## src/cpu6502_execute_unit_defines.svh

```systemverilog
// assertion macros used by the execute unit rtl
`ifndef CPU6502_EXECUTE_UNIT_DEFINES_SVH
`define CPU6502_EXECUTE_UNIT_DEFINES_SVH

`ifndef SYNTH
// clocked check, aborted while reset is high
`define CEU_ASSERT_RST(lbl, clk, rst, prop, msg) \
   lbl: assert property (@(posedge clk) disable iff (rst) prop) else $error(msg);
// clocked check that also holds during reset
`define CEU_ASSERT_ALWAYS(lbl, clk, prop, msg) \
   lbl: assert property (@(posedge clk) prop) else $error(msg);
`else
`define CEU_ASSERT_RST(lbl, clk, rst, prop, msg)
`define CEU_ASSERT_ALWAYS(lbl, clk, prop, msg)
`endif

`endif

```

## src/ceu_pkg.sv

```systemverilog
`timescale 1ns / 1ps
`default_nettype none

package ceu_pkg;

   typedef enum logic [5:0] {
      OP_ADC = 6'd0, OP_AND, OP_ASL, OP_BCC, OP_BCS, OP_BEQ, OP_BIT, OP_BMI,
      OP_BNE, OP_BPL, OP_BVC, OP_BVS, OP_CLC, OP_CLD, OP_CLI, OP_CLV,
      OP_CMP, OP_CPX, OP_CPY, OP_DEC, OP_DEX, OP_DEY, OP_EOR, OP_INC,
      OP_INX, OP_INY, OP_JMP, OP_LDA, OP_LDX, OP_LDY, OP_NOP, OP_ORA,
      OP_SBC, OP_SEC, OP_SED, OP_SEI, OP_STA, OP_STX, OP_STY, OP_TAX,
      OP_TAY, OP_TSX, OP_TXA, OP_TXS, OP_TYA
   } op_type;

   localparam logic [1:0] EXTRA_NONE   = 2'd0;
   localparam logic [1:0] EXTRA_BRANCH = 2'd1;
   localparam logic [1:0] EXTRA_BRPAGE = 2'd2;

   typedef struct packed {
      logic n;
      logic v;
      logic d;
      logic i;
      logic z;
      logic c;
   } flags_type;

   typedef struct packed {
      logic [7:0] acc;
      logic [7:0] x;
      logic [7:0] y;
      logic [7:0] sp;
      flags_type  flags;
   } state_type;

   typedef struct packed {
      logic [5:0]  req_type;
      logic [7:0]  operand;
      logic [15:0] eff_addr;
      logic [15:0] jump_target;
      logic [15:0] current_pc;
      logic        page_crossed;
   } req_item_type;

   typedef struct packed {
      logic [15:0] next_pc;
      logic        mem_write;
      logic [15:0] write_addr;
      logic [7:0]  write_data;
      logic [1:0]  extra_cycles;
      logic [7:0]  acc_value;
      logic [7:0]  x_value;
      logic [7:0]  y_value;
      logic [7:0]  sp_value;
      logic [7:0]  status_byte;
   } rsp_item_type;

endpackage

`default_nettype wire

```

## src/ceu_if.sv

```systemverilog
`timescale 1ns / 1ps
`default_nettype none

// instruction channel
interface ceu_req_if;
   logic        valid;
   logic        ready;
   logic [5:0]  req_type;
   logic [7:0]  operand;
   logic [15:0] eff_addr;
   logic [15:0] jump_target;
   logic [15:0] current_pc;
   logic        page_crossed;

   modport source (output valid, req_type, operand, eff_addr, jump_target, current_pc,
                   page_crossed, input ready);
   modport sink (input valid, req_type, operand, eff_addr, jump_target, current_pc,
                 page_crossed, output ready);
endinterface

// result channel
interface ceu_rsp_if;
   logic        valid;
   logic        ready;
   logic [15:0] next_pc;
   logic        mem_write;
   logic [15:0] write_addr;
   logic [7:0]  write_data;
   logic [1:0]  extra_cycles;
   logic [7:0]  acc_value;
   logic [7:0]  x_value;
   logic [7:0]  y_value;
   logic [7:0]  sp_value;
   logic [7:0]  status_byte;

   modport source (output valid, next_pc, mem_write, write_addr, write_data, extra_cycles,
                   acc_value, x_value, y_value, sp_value, status_byte, input ready);
   modport sink (input valid, next_pc, mem_write, write_addr, write_data, extra_cycles,
                 acc_value, x_value, y_value, sp_value, status_byte, output ready);
endinterface

`default_nettype wire

```

## src/ceu_alu.sv

```systemverilog
`timescale 1ns / 1ps
`default_nettype none

module ceu_alu (
   input  ceu_pkg::req_item_type item,
   input  ceu_pkg::state_type    cur,
   output ceu_pkg::state_type    nxt,
   output ceu_pkg::rsp_item_type result
);

   ceu_pkg::op_type op;
   logic [7:0]      add_val;
   logic [8:0]      sum;
   logic [7:0]      cmp_reg;
   logic [8:0]      diff;
   logic [15:0]     br_target;
   logic            taken;
   logic            wr;
   logic [7:0]      wdata;
   logic [7:0]      zn_val;
   logic            zn_upd;
   logic [1:0]      extra;
   logic [15:0]     npc;

   assign op      = ceu_pkg::op_type'(item.req_type);
   assign add_val = (op == ceu_pkg::OP_SBC) ? ~item.operand : item.operand;
   assign sum     = {1'b0, cur.acc} + {1'b0, add_val} + {8'd0, cur.flags.c};
   assign cmp_reg = (op == ceu_pkg::OP_CPX) ? cur.x :
                    (op == ceu_pkg::OP_CPY) ? cur.y : cur.acc;
   assign diff    = {1'b0, cmp_reg} - {1'b0, item.operand};
   assign br_target = item.current_pc + {{8{item.operand[7]}}, item.operand};

   always_comb begin
      nxt    = cur;
      taken  = 1'b0;
      wr     = 1'b0;
      wdata  = 8'd0;
      zn_val = 8'd0;
      zn_upd = 1'b0;
      case (op)
         ceu_pkg::OP_ADC, ceu_pkg::OP_SBC: begin
            nxt.acc     = sum[7:0];
            nxt.flags.c = sum[8];
            nxt.flags.v = ~(cur.acc[7] ^ add_val[7]) & (cur.acc[7] ^ sum[7]);
            zn_val      = sum[7:0];
            zn_upd      = 1'b1;
         end
         ceu_pkg::OP_AND: begin
            nxt.acc = cur.acc & item.operand;
            zn_val  = nxt.acc;
            zn_upd  = 1'b1;
         end
         ceu_pkg::OP_ORA: begin
            nxt.acc = cur.acc | item.operand;
            zn_val  = nxt.acc;
            zn_upd  = 1'b1;
         end
         ceu_pkg::OP_EOR: begin
            nxt.acc = cur.acc ^ item.operand;
            zn_val  = nxt.acc;
            zn_upd  = 1'b1;
         end
         ceu_pkg::OP_ASL: begin
            nxt.flags.c = cur.acc[7];
            nxt.acc     = {cur.acc[6:0], 1'b0};
            zn_val      = nxt.acc;
            zn_upd      = 1'b1;
         end
         ceu_pkg::OP_BCC: taken = ~cur.flags.c;
         ceu_pkg::OP_BCS: taken = cur.flags.c;
         ceu_pkg::OP_BEQ: taken = cur.flags.z;
         ceu_pkg::OP_BNE: taken = ~cur.flags.z;
         ceu_pkg::OP_BMI: taken = cur.flags.n;
         ceu_pkg::OP_BPL: taken = ~cur.flags.n;
         ceu_pkg::OP_BVS: taken = cur.flags.v;
         ceu_pkg::OP_BVC: taken = ~cur.flags.v;
         ceu_pkg::OP_BIT: begin
            nxt.flags.z = (cur.acc & item.operand) == 8'd0;
            nxt.flags.v = item.operand[6];
            nxt.flags.n = item.operand[7];
         end
         ceu_pkg::OP_CLC: nxt.flags.c = 1'b0;
         ceu_pkg::OP_CLD: nxt.flags.d = 1'b0;
         ceu_pkg::OP_CLI: nxt.flags.i = 1'b0;
         ceu_pkg::OP_CLV: nxt.flags.v = 1'b0;
         ceu_pkg::OP_SEC: nxt.flags.c = 1'b1;
         ceu_pkg::OP_SED: nxt.flags.d = 1'b1;
         ceu_pkg::OP_SEI: nxt.flags.i = 1'b1;
         ceu_pkg::OP_CMP, ceu_pkg::OP_CPX, ceu_pkg::OP_CPY: begin
            nxt.flags.c = ~diff[8];
            nxt.flags.z = cmp_reg == item.operand;
            nxt.flags.n = diff[7];
         end
         ceu_pkg::OP_DEC: begin
            wr     = 1'b1;
            wdata  = item.operand - 8'd1;
            zn_val = wdata;
            zn_upd = 1'b1;
         end
         ceu_pkg::OP_INC: begin
            wr     = 1'b1;
            wdata  = item.operand + 8'd1;
            zn_val = wdata;
            zn_upd = 1'b1;
         end
         ceu_pkg::OP_DEX: begin
            nxt.x  = cur.x - 8'd1;
            zn_val = nxt.x;
            zn_upd = 1'b1;
         end
         ceu_pkg::OP_DEY: begin
            nxt.y  = cur.y - 8'd1;
            zn_val = nxt.y;
            zn_upd = 1'b1;
         end
         ceu_pkg::OP_INX: begin
            nxt.x  = cur.x + 8'd1;
            zn_val = nxt.x;
            zn_upd = 1'b1;
         end
         ceu_pkg::OP_INY: begin
            nxt.y  = cur.y + 8'd1;
            zn_val = nxt.y;
            zn_upd = 1'b1;
         end
         ceu_pkg::OP_LDA: begin
            nxt.acc = item.operand;
            zn_val  = item.operand;
            zn_upd  = 1'b1;
         end
         ceu_pkg::OP_LDX: begin
            nxt.x  = item.operand;
            zn_val = item.operand;
            zn_upd = 1'b1;
         end
         ceu_pkg::OP_LDY: begin
            nxt.y  = item.operand;
            zn_val = item.operand;
            zn_upd = 1'b1;
         end
         ceu_pkg::OP_STA: begin
            wr    = 1'b1;
            wdata = cur.acc;
         end
         ceu_pkg::OP_STX: begin
            wr    = 1'b1;
            wdata = cur.x;
         end
         ceu_pkg::OP_STY: begin
            wr    = 1'b1;
            wdata = cur.y;
         end
         ceu_pkg::OP_TAX: begin
            nxt.x  = cur.acc;
            zn_val = cur.acc;
            zn_upd = 1'b1;
         end
         ceu_pkg::OP_TAY: begin
            nxt.y  = cur.acc;
            zn_val = cur.acc;
            zn_upd = 1'b1;
         end
         ceu_pkg::OP_TSX: begin
            nxt.x  = cur.sp;
            zn_val = cur.sp;
            zn_upd = 1'b1;
         end
         ceu_pkg::OP_TXA: begin
            nxt.acc = cur.x;
            zn_val  = cur.x;
            zn_upd  = 1'b1;
         end
         ceu_pkg::OP_TYA: begin
            nxt.acc = cur.y;
            zn_val  = cur.y;
            zn_upd  = 1'b1;
         end
         ceu_pkg::OP_TXS: nxt.sp = cur.x;
         default: ;
      endcase
      if (zn_upd) begin
         nxt.flags.z = zn_val == 8'd0;
         nxt.flags.n = zn_val[7];
      end
   end

   always_comb begin
      npc   = item.current_pc;
      extra = ceu_pkg::EXTRA_NONE;
      if (op == ceu_pkg::OP_JMP) begin
         npc = item.jump_target;
      end
      if (op inside {ceu_pkg::OP_ADC, ceu_pkg::OP_AND, ceu_pkg::OP_CMP, ceu_pkg::OP_EOR,
                     ceu_pkg::OP_LDA, ceu_pkg::OP_LDX, ceu_pkg::OP_LDY, ceu_pkg::OP_ORA,
                     ceu_pkg::OP_SBC}) begin
         extra = {1'b0, item.page_crossed};
      end
      if (taken) begin
         npc   = br_target;
         extra = item.page_crossed ? ceu_pkg::EXTRA_BRPAGE : ceu_pkg::EXTRA_BRANCH;
      end
   end

   assign result.next_pc      = npc;
   assign result.mem_write    = wr;
   assign result.write_addr   = wr ? item.eff_addr : 16'd0;
   assign result.write_data   = wdata;
   assign result.extra_cycles = extra;
   assign result.acc_value    = nxt.acc;
   assign result.x_value      = nxt.x;
   assign result.y_value      = nxt.y;
   assign result.sp_value     = nxt.sp;
   assign result.status_byte  = {nxt.flags.n, nxt.flags.v, 2'b00,
                                 nxt.flags.d, nxt.flags.i, nxt.flags.z, nxt.flags.c};

endmodule

`default_nettype wire

```

## src/cpu6502_execute_unit.sv

```systemverilog
// an accepted item is held in the input register, runs through the alu from there and
//    is registered in the result register, which drives rsp valid
// throughput: one item per cycle; the register file is read and written in the same
//    single alu pass, so each item sees the state left by the one before it; the input
//    stalls only while a result waits on rsp and the input register is also full
// reset: synchronous, active high; clears A X Y SP, all flags and both valid bits
`timescale 1ns / 1ps
`default_nettype none

`include "cpu6502_execute_unit_defines.svh"

module cpu6502_execute_unit (
   input  wire logic  clock,
   input  wire logic  reset,
   ceu_req_if.sink    req_bus,
   ceu_rsp_if.source  rsp_bus
);

   // input stage
   ceu_pkg::req_item_type item_ff;
   ceu_pkg::req_item_type item_in;
   logic                  item_valid_ff;

   // result stage
   ceu_pkg::rsp_item_type result_ff;
   ceu_pkg::rsp_item_type result_in;
   logic                  result_valid_ff;

   // architectural registers
   ceu_pkg::state_type    state_ff;
   ceu_pkg::state_type    state_in;

   logic result_free;
   logic advance;
   logic accept;

   // result register can take a new item when empty or being drained this cycle
   assign result_free = !result_valid_ff || rsp_bus.ready;
   // item in the input register executes and retires into the result register
   assign advance     = item_valid_ff && result_free;
   assign req_bus.ready = !item_valid_ff || advance;
   assign accept      = req_bus.valid && req_bus.ready;

   assign item_in.req_type     = req_bus.req_type;
   assign item_in.operand      = req_bus.operand;
   assign item_in.eff_addr     = req_bus.eff_addr;
   assign item_in.jump_target  = req_bus.jump_target;
   assign item_in.current_pc   = req_bus.current_pc;
   assign item_in.page_crossed = req_bus.page_crossed;

   // single pass: decode, alu, flags and next pc
   ceu_alu u_alu (
      .item   (item_ff),
      .cur    (state_ff),
      .nxt    (state_in),
      .result (result_in)
   );

   always_ff @(posedge clock) begin
      if (reset) begin
         item_valid_ff   <= 1'b0;
         result_valid_ff <= 1'b0;
         state_ff        <= '0;
      end else begin
         if (req_bus.ready) begin
            item_valid_ff <= req_bus.valid;
         end
         if (result_free) begin
            result_valid_ff <= item_valid_ff;
         end
         // state commits together with the result of the same item
         if (advance) begin
            state_ff <= state_in;
         end
      end
   end

   // payload registers, no reset
   always_ff @(posedge clock) begin
      if (accept) begin
         item_ff <= item_in;
      end
      if (advance) begin
         result_ff <= result_in;
      end
   end

   assign rsp_bus.valid        = result_valid_ff;
   assign rsp_bus.next_pc      = result_ff.next_pc;
   assign rsp_bus.mem_write    = result_ff.mem_write;
   assign rsp_bus.write_addr   = result_ff.write_addr;
   assign rsp_bus.write_data   = result_ff.write_data;
   assign rsp_bus.extra_cycles = result_ff.extra_cycles;
   assign rsp_bus.acc_value    = result_ff.acc_value;
   assign rsp_bus.x_value      = result_ff.x_value;
   assign rsp_bus.y_value      = result_ff.y_value;
   assign rsp_bus.sp_value     = result_ff.sp_value;
   assign rsp_bus.status_byte  = result_ff.status_byte;

   // a waiting item is never dropped from the input register
   `CEU_ASSERT_RST(a_item_held, clock, reset,
      item_valid_ff && !advance |=> item_valid_ff, "item lost")
   // registers only move when an item retires
   `CEU_ASSERT_RST(a_state_quiet, clock, reset, !advance |=> $stable(state_ff), "state moved")
   // no write means zero address and data
   `CEU_ASSERT_RST(a_no_write_zero, clock, reset,
      result_valid_ff && !result_ff.mem_write |->
         result_ff.write_addr == 16'd0 && result_ff.write_data == 8'd0, "stray write fields")
   // unused status bits and extra cycle code three never appear
   `CEU_ASSERT_RST(a_status_legal, clock, reset,
      result_valid_ff |-> result_ff.status_byte[5:4] == 2'b00 && result_ff.extra_cycles != 2'd3,
      "illegal status or extra")
   // both stages come out of reset empty
   `CEU_ASSERT_ALWAYS(a_reset_idle, clock, reset |=> !item_valid_ff && !result_valid_ff,
      "valid after reset")

endmodule

`default_nettype wire

```

## src/flat_wrapper.sv

```systemverilog
// flat-port wrapper written by rule: the top's interface ports become plain ports
module cpu6502_execute_unit_flat 
  (clock, reset, req_bus_valid, req_bus_req_type, req_bus_operand, req_bus_eff_addr, req_bus_jump_target, req_bus_current_pc, req_bus_page_crossed, req_bus_ready, rsp_bus_valid, rsp_bus_next_pc, rsp_bus_mem_write, rsp_bus_write_addr, rsp_bus_write_data, rsp_bus_extra_cycles, rsp_bus_acc_value, rsp_bus_x_value, rsp_bus_y_value, rsp_bus_sp_value, rsp_bus_status_byte, rsp_bus_ready);
  ceu_req_if req_bus_i ();
  ceu_rsp_if rsp_bus_i ();
  input  wire logic clock;
  input  wire logic reset;
  input wire logic [$bits(req_bus_i.valid)-1:0] req_bus_valid;
  input wire logic [$bits(req_bus_i.req_type)-1:0] req_bus_req_type;
  input wire logic [$bits(req_bus_i.operand)-1:0] req_bus_operand;
  input wire logic [$bits(req_bus_i.eff_addr)-1:0] req_bus_eff_addr;
  input wire logic [$bits(req_bus_i.jump_target)-1:0] req_bus_jump_target;
  input wire logic [$bits(req_bus_i.current_pc)-1:0] req_bus_current_pc;
  input wire logic [$bits(req_bus_i.page_crossed)-1:0] req_bus_page_crossed;
  output wire logic [$bits(req_bus_i.ready)-1:0] req_bus_ready;
  output wire logic [$bits(rsp_bus_i.valid)-1:0] rsp_bus_valid;
  output wire logic [$bits(rsp_bus_i.next_pc)-1:0] rsp_bus_next_pc;
  output wire logic [$bits(rsp_bus_i.mem_write)-1:0] rsp_bus_mem_write;
  output wire logic [$bits(rsp_bus_i.write_addr)-1:0] rsp_bus_write_addr;
  output wire logic [$bits(rsp_bus_i.write_data)-1:0] rsp_bus_write_data;
  output wire logic [$bits(rsp_bus_i.extra_cycles)-1:0] rsp_bus_extra_cycles;
  output wire logic [$bits(rsp_bus_i.acc_value)-1:0] rsp_bus_acc_value;
  output wire logic [$bits(rsp_bus_i.x_value)-1:0] rsp_bus_x_value;
  output wire logic [$bits(rsp_bus_i.y_value)-1:0] rsp_bus_y_value;
  output wire logic [$bits(rsp_bus_i.sp_value)-1:0] rsp_bus_sp_value;
  output wire logic [$bits(rsp_bus_i.status_byte)-1:0] rsp_bus_status_byte;
  input wire logic [$bits(rsp_bus_i.ready)-1:0] rsp_bus_ready;
  assign req_bus_i.valid = req_bus_valid;
  assign req_bus_i.req_type = req_bus_req_type;
  assign req_bus_i.operand = req_bus_operand;
  assign req_bus_i.eff_addr = req_bus_eff_addr;
  assign req_bus_i.jump_target = req_bus_jump_target;
  assign req_bus_i.current_pc = req_bus_current_pc;
  assign req_bus_i.page_crossed = req_bus_page_crossed;
  assign req_bus_ready = req_bus_i.ready;
  assign rsp_bus_valid = rsp_bus_i.valid;
  assign rsp_bus_next_pc = rsp_bus_i.next_pc;
  assign rsp_bus_mem_write = rsp_bus_i.mem_write;
  assign rsp_bus_write_addr = rsp_bus_i.write_addr;
  assign rsp_bus_write_data = rsp_bus_i.write_data;
  assign rsp_bus_extra_cycles = rsp_bus_i.extra_cycles;
  assign rsp_bus_acc_value = rsp_bus_i.acc_value;
  assign rsp_bus_x_value = rsp_bus_i.x_value;
  assign rsp_bus_y_value = rsp_bus_i.y_value;
  assign rsp_bus_sp_value = rsp_bus_i.sp_value;
  assign rsp_bus_status_byte = rsp_bus_i.status_byte;
  assign rsp_bus_i.ready = rsp_bus_ready;
  cpu6502_execute_unit u_core (.clock(clock), .reset(reset), .req_bus(req_bus_i), .rsp_bus(rsp_bus_i));
endmodule
```

## config.mk

```make
export PLATFORM = sky130hd
export DESIGN_NAME = cpu6502_execute_unit_flat
export DESIGN_NICKNAME = d
export VERILOG_FILES = /design/src/ceu_pkg.sv /design/src/ceu_if.sv /design/src/ceu_alu.sv /design/src/cpu6502_execute_unit.sv /design/src/flat_wrapper.sv
export VERILOG_INCLUDE_DIRS = /design/src /design/src/src
export SDC_FILE = /design/constraint.sdc
export NUM_CORES = 1
export LEC_CHECK = 0
export BUFFER_PORTS_ARGS = -buffer_cell sky130_fd_sc_hd__buf_2
export CORE_MARGIN = 10
export CORE_UTILIZATION = 25
export DETAILED_ROUTE_END_ITERATION = 12
export PLACE_DENSITY = 0.52
export RECOVER_POWER = 25
export SYNTH_ARGS = -nofsm -noshare
export SYNTH_HDL_FRONTEND = slang
export SYNTH_HIERARCHICAL = 1
export SYNTH_SLANG_ARGS = --single-unit
```

## constraint.sdc

```tcl
create_clock -name clock -period 6 [get_ports clock]
set_clock_uncertainty 0.05 [all_clocks]
set_input_delay 1.2 -clock clock [delete_from_list [all_inputs] [get_ports clock]]
set_output_delay 1.2 -clock clock [all_outputs]
set_load 0.005 [all_outputs]
```

---- Word-level counts from Yosys, hierarchy flattened ----
Index checks and enable logic that the tools add are counted.
W data, S select, Z words.
storage, ports and cells
  register bits after elaboration ......... 184
  bits of input ports ..................... 67
  output and inout port bits .............. 85
  logic and storage cells ................. 136
operators by class
  add/sub/neg operators ................... 10
  equality and inequality tests ........... 44
  muxes and demuxes ....................... 25
  bitwise logic cells ..................... 13
  reductions and logical operators ........ 16
operator list
  operator               count
  $pmux W8 S16           1
  $eq A6 B5 Y1 const B   15
  $pmux W8 S5            2
  $eq A6 B6 Y1 const B   13
  $pmux W8 S8            1
  $eq A6 B4 Y1 const B   8
  $mux W16               2
  $mux W8                4
  $pmux W8 S4            1
  $add A8 B1 Y8 const B  3
  $eq A6 B3 Y1 const B   4
  $sub A8 B1 Y8 const B  3
  $reduce_or A20 Y1      1
  $add A16 B16 Y16       1
  $logic_not A8 Y1       2
  $eq A6 B2 Y1 const B   2
  $add A8 B8 Y9          1
  $add A9 B1 Y9          1
  $reduce_bool A9 Y1     1
  $sub A8 B8 Y9          1
  $and A8 B8 Y8          1
  $eq A8 B8 Y1           1
  $not A8 Y8             1
  $or A8 B8 Y8           1
  18 further kinds       37

---- Depth between registers and ports, before layout ----
  word-level depth ........................ 7
  depth in mapped cells ................... 19
  mapped depth without buffers ............ 17

---- Cells and area by module ----
Netlist, hierarchy kept.
modules (own cells, without submodules)
  module                times used  cells an instance  area each (µm²)  seq. area each (µm²)
  cpu6502_execute_unit  1           321                6,172.2          5,185.0
  ceu_alu               1           848                5,531.6          0.0

---- Worst setup path before layout ----
No wires, ideal clock.
  path type ............................... input to register
  from .................................... input rsp_bus_ready
  to ...................................... register u_core/item_ff[0] (netlist name) (enable)
  setup time .............................. 0.505 ns
  arrival time ............................ 4.324 ns
  setup slack ............................. 1.122 ns
  stages on the path ...................... 2
  path buffers ............................ 0
  cells stage by stage .................... nor2b_4 a21oi_1
between the ends
  longest elaborated chain between the ends .. 4
RTL lines
  element               line                        source
  start, declared       flat_wrapper.sv:27          input wire logic [$bits(rsp_bus_i.ready)-1:0] rsp_bus_ready;
  $logic_or A1 B1 Y1    cpu6502_execute_unit.sv:38  assign result_free = !result_valid_ff || rsp_bus.ready;
  $logic_and A1 B1 Y1   cpu6502_execute_unit.sv:40  assign advance = item_valid_ff && result_free;
  $logic_or A1 B1 Y1    cpu6502_execute_unit.sv:41  assign req_bus.ready = !item_valid_ff || advance;
  $logic_and A1 B1 Y1   cpu6502_execute_unit.sv:42  assign accept = req_bus.valid && req_bus.ready;
  net u_core.accept     cpu6502_execute_unit.sv:35  logic accept;
  end signal, assigned  cpu6502_execute_unit.sv:81  item_ff <= item_in;
  end, declared         cpu6502_execute_unit.sv:20  ceu_pkg::req_item_type item_ff;
The timed path passes the listed nets, and every way through them passes these cells.
A chain may end at the register's enable or synchronous reset.

==> flow_summary.ini <==
[clock_tree]
cts_buffer_depth = 2
cts_setup_buffers = 0
htreeDepth = 4
ctsHoldBuffers = 0
worstSkewPairLatency_ns = 0.49
path_clk_slew_ns = 0.08
cts_buffers = 17
postCtsResizedCells = 0
tritoncts = yes
cts.sinks = 186
root_buffer = clkbuf_16

[cells_and_area]
n_fill_cell = 4895
final_net_count = 1357
drive_above_1_share = 0.182
diodes = 0
instances_no_fill = 1855
multi_input_comb_area_um2 = 5700
seq_area_um2 = 5180
syn2layout_area_growth_pct = 13.2
utilization = 0.285

[detailed_routing]
detail_route.wl_per_cell_um = 20.9
route.detailed.drc = 0
drt_wl_total_um = 38700
drtIter0Drc = 944
first_pass_iters = 8
final_antenna_net_count = 0
drt-vias-per-instance = 5.03
num_vias = 9323

[flow_run]
drv_cap = 2

[power]
max-vdd-ir-drop_v = 0.000286
switching_share = 0.278
p_comb_frac = 0.126
p_sw_w = 0.000850
p_per_area_nw_per_um2 = 231
seq_power_share = 0.493
internal_power_w = 0.00221
clockPowerShare = 0.381
power_leakage_nw = 4.87

[placed_design]
gp_congestion = 0.940
port_buffers = 151
hpwl_um = 27500
dp.cells = 1823

[critical_path]
cp_num_buf_inv = 1
arrival_ns = 5.20
path_delay_family = simple AND/OR/NAND/NOR gates
path_class = register to register
slowest_delay_ns = 0.69
path_cells = nor2b_1 > nand3_1 > buf_4 > xnor2_1 > fa_1 > fa_1 > nor2b_1 > o21ai_0 > a21boi_0 > nor2_1 > a211oi_1 > nor4bb_1 > nand4_1 > o31ai_2 > nand2b_1 > mux2i_1
path_max_fanout = 23
slowest_stage = edfxtp_1
crit_path_end_kind = register
critPathLaunchType = register
worstPathRequired_ns = 6.31

[floorplan]
die_w_um = 236
dieArea_um2 = 55900
ios = 152
core_um2 = 46500
fp-row-count = 79
fp.dieH_um = 236
start_util = 0.252

[sta]
setup-tns-final_ns = 0
fmax_ghz = 0.204
period_share = 0.816
setup_viol = 0
post-route-min-period_ns = 4.90
hold-worst-slack_ns = 0.444
hold_violations = 0
drv_slew = 201
slew_headroom = -1.45
rsz0062_at_grt = false
worst_pin_slew_ns = 3.67

[global_routing]
gr-total-overflow = 0
grt_pass1_wl_um = 58300
grt_max_degree = 122
grt_antenna_before_repair = 2
grt_pass1_vias = 9153
grt.total_usage = 0.136

[logic_synthesis]
synth_edf_count = 146
syn_inst = 1169
yosys_warnings = 6
yosys-top-cells-area = edfxtp_1, dfxtp_1, ha_1
synth_top_area_cell = edfxtp_1
synth_area_per_cell_um2 = 10.0
async_reset_ff_frac = 0
synth_top_area_share = 0.375
synth_seq_cells = 186
synth_flop_cell = edfxtp_1
syn_area_um2 = 11700
ys_seq_area_frac = 0.443
synthDistinctLibCells = 84

[worst_hold_path]
hold_path_class = register to register

[status]
status = finished with violations
violations = max-capacitance violations, max-slew violations
==> path summary, 6_finish.rpt <==
kind / from / endpoint / slack (ns) / depth (start not counted)
worst max-delay path: u_core/item_ff[61] / u_core/state_ff[1] / 1.10 / 16
worst max register to register: u_core/item_ff[61] / u_core/state_ff[1] / 1.10 / 16
worst min register to register: u_core/state_ff[10] / u_core/state_ff[10] / 0.44 / 2
worst min-delay path: u_core/state_ff[10] / u_core/state_ff[10] / 0.44 / 2
==> cell families after synthesis <==
| logic type | after synthesis | share of synthesized area |
|---|---|---|
| mux | 77 | 0.0682 |
| simple gates | 399 | 0.180 |
| buf+inv | 155 | 0.0713 |
| xor+xnor | 31 | 0.0232 |
| other cells | 1 | 0.000320 |
| fa+ha+maj | 55 | 0.0607 |
| compound gates | 265 | 0.153 |
| flops | 186 | 0.443 |
==> worst min-delay path: cells and delay by family, from the launching register on <==
kind	cells	cell delay, ns
and+or+nand+nor	1	0.07
muxes	1	0.05
DFF	1	0.33
==> area by class of cell <==
cell class                 count  area share
clock buffer                  17      0.0321
clock inverter                15      0.0138
inverter                      35     0.00992
multi-input combinational    829       0.430
sequential                   186       0.391
tap                          607      0.0573
timing repair buffer         166      0.0650
==> layout by cell type (no fill, tap or decap), types with 12 or more instances in the layout <==
cell type / count
nand2b_1: 84
mux2i_1: 64
inv_1: 35
a31oi_1: 16
xnor2_1: 21
buf_4: 14
dfxtp_1: 40
nand3_1: 27
and2_1: 20
a22oi_1: 22
clkbuf_16: 17
nor3_1: 25
a21oi_1: 58
edfxtp_1: 146
ha_1: 52
nand2_1: 88
mux2_2: 12
nor2_1: 77
o21ai_0: 55
buf_2: 147
==> synthesized netlist by cell type (all sizes together), types with 3 or more instances <==
cell type / number
a2111oi: 3
a211oi: 5
a21o: 8
a21oi: 59
a221o: 10
a221oi: 11
a222oi: 5
a22o: 4
a22oi: 22
a31oi: 16
and2: 21
and3: 11
buf: 67
clkbuf: 53
dfxtp: 40
edfxtp: 146
fa: 3
ha: 52
inv: 35
mux2: 12
mux2i: 64
nand2: 89
nand2b: 84
nand3: 27
nand4: 9
nor2: 79
nor2b: 11
nor3: 28
nor4: 9
nor4bb: 4
o211ai: 6
o21a: 7
o21ai: 56
o21bai: 3
o221a: 3
o221ai: 8
o22ai: 11
o2bb2ai: 6
o31ai: 3
or2: 5
or3: 4
or4: 3
xnor2: 21
xor2: 10
==> metal layers <==
| metal | wire length (um) | global-route usage | part of all wire | vias to the layer above |
|---|---|---|---|---|
| met3 | 2870 | 0.0380 | 0.074 | 63 |
| met4 | 944 | 0.0542 | 0.024 | 4 |
| met2 | 17800 | 0.210 | 0.46 | 362 |
| met5 | 27 | 0 | 0.00070 | - |
| li1 | - | - | - | 4405 |
| met1 | 17100 | 0.175 | 0.44 | 4489 |
==> state kept, by name, indices dropped and copies added (netlist names), 2 cells and up <==
name                         count
u_core/item_ff                  63
u_core/rsp_bus.acc_value         8
u_core/rsp_bus.extra_cycles      2
u_core/rsp_bus.next_pc          16
u_core/rsp_bus.sp_value          8
u_core/rsp_bus.status_byte       8
u_core/rsp_bus.write_addr       16
u_core/rsp_bus.write_data        8
u_core/rsp_bus.x_value           8
u_core/rsp_bus.y_value           8
u_core/state_ff                 38
==> per-stage QoR <==
step	power (W)	instance area [um2]	setup slack (ns)
after floorplan	0.00179	11700	1.12
after global placement	0.00191	12700	1.46
after detailed placement	0.00192	12700	1.31
after CTS	0.00311	13300	1.27
after global routing	0.00322	13200	0.691
final	0.00306	13200	1.10
==> power groups by stage <==
stage / registers [W] / logic (W) / clock network, W
2_1_floorplan: 0.00151 / 0.000279 / 0
3_3_place_gp: 0.00154 / 0.000378 / 0
3_5_place_dp: 0.00154 / 0.000381 / 0
4_1_cts: 0.00151 / 0.000384 / 0.00122
5_1_grt: 0.00152 / 0.000427 / 0.00127
6_report: 0.00151 / 0.000386 / 0.00117
(Power assumes the default switching activity.)
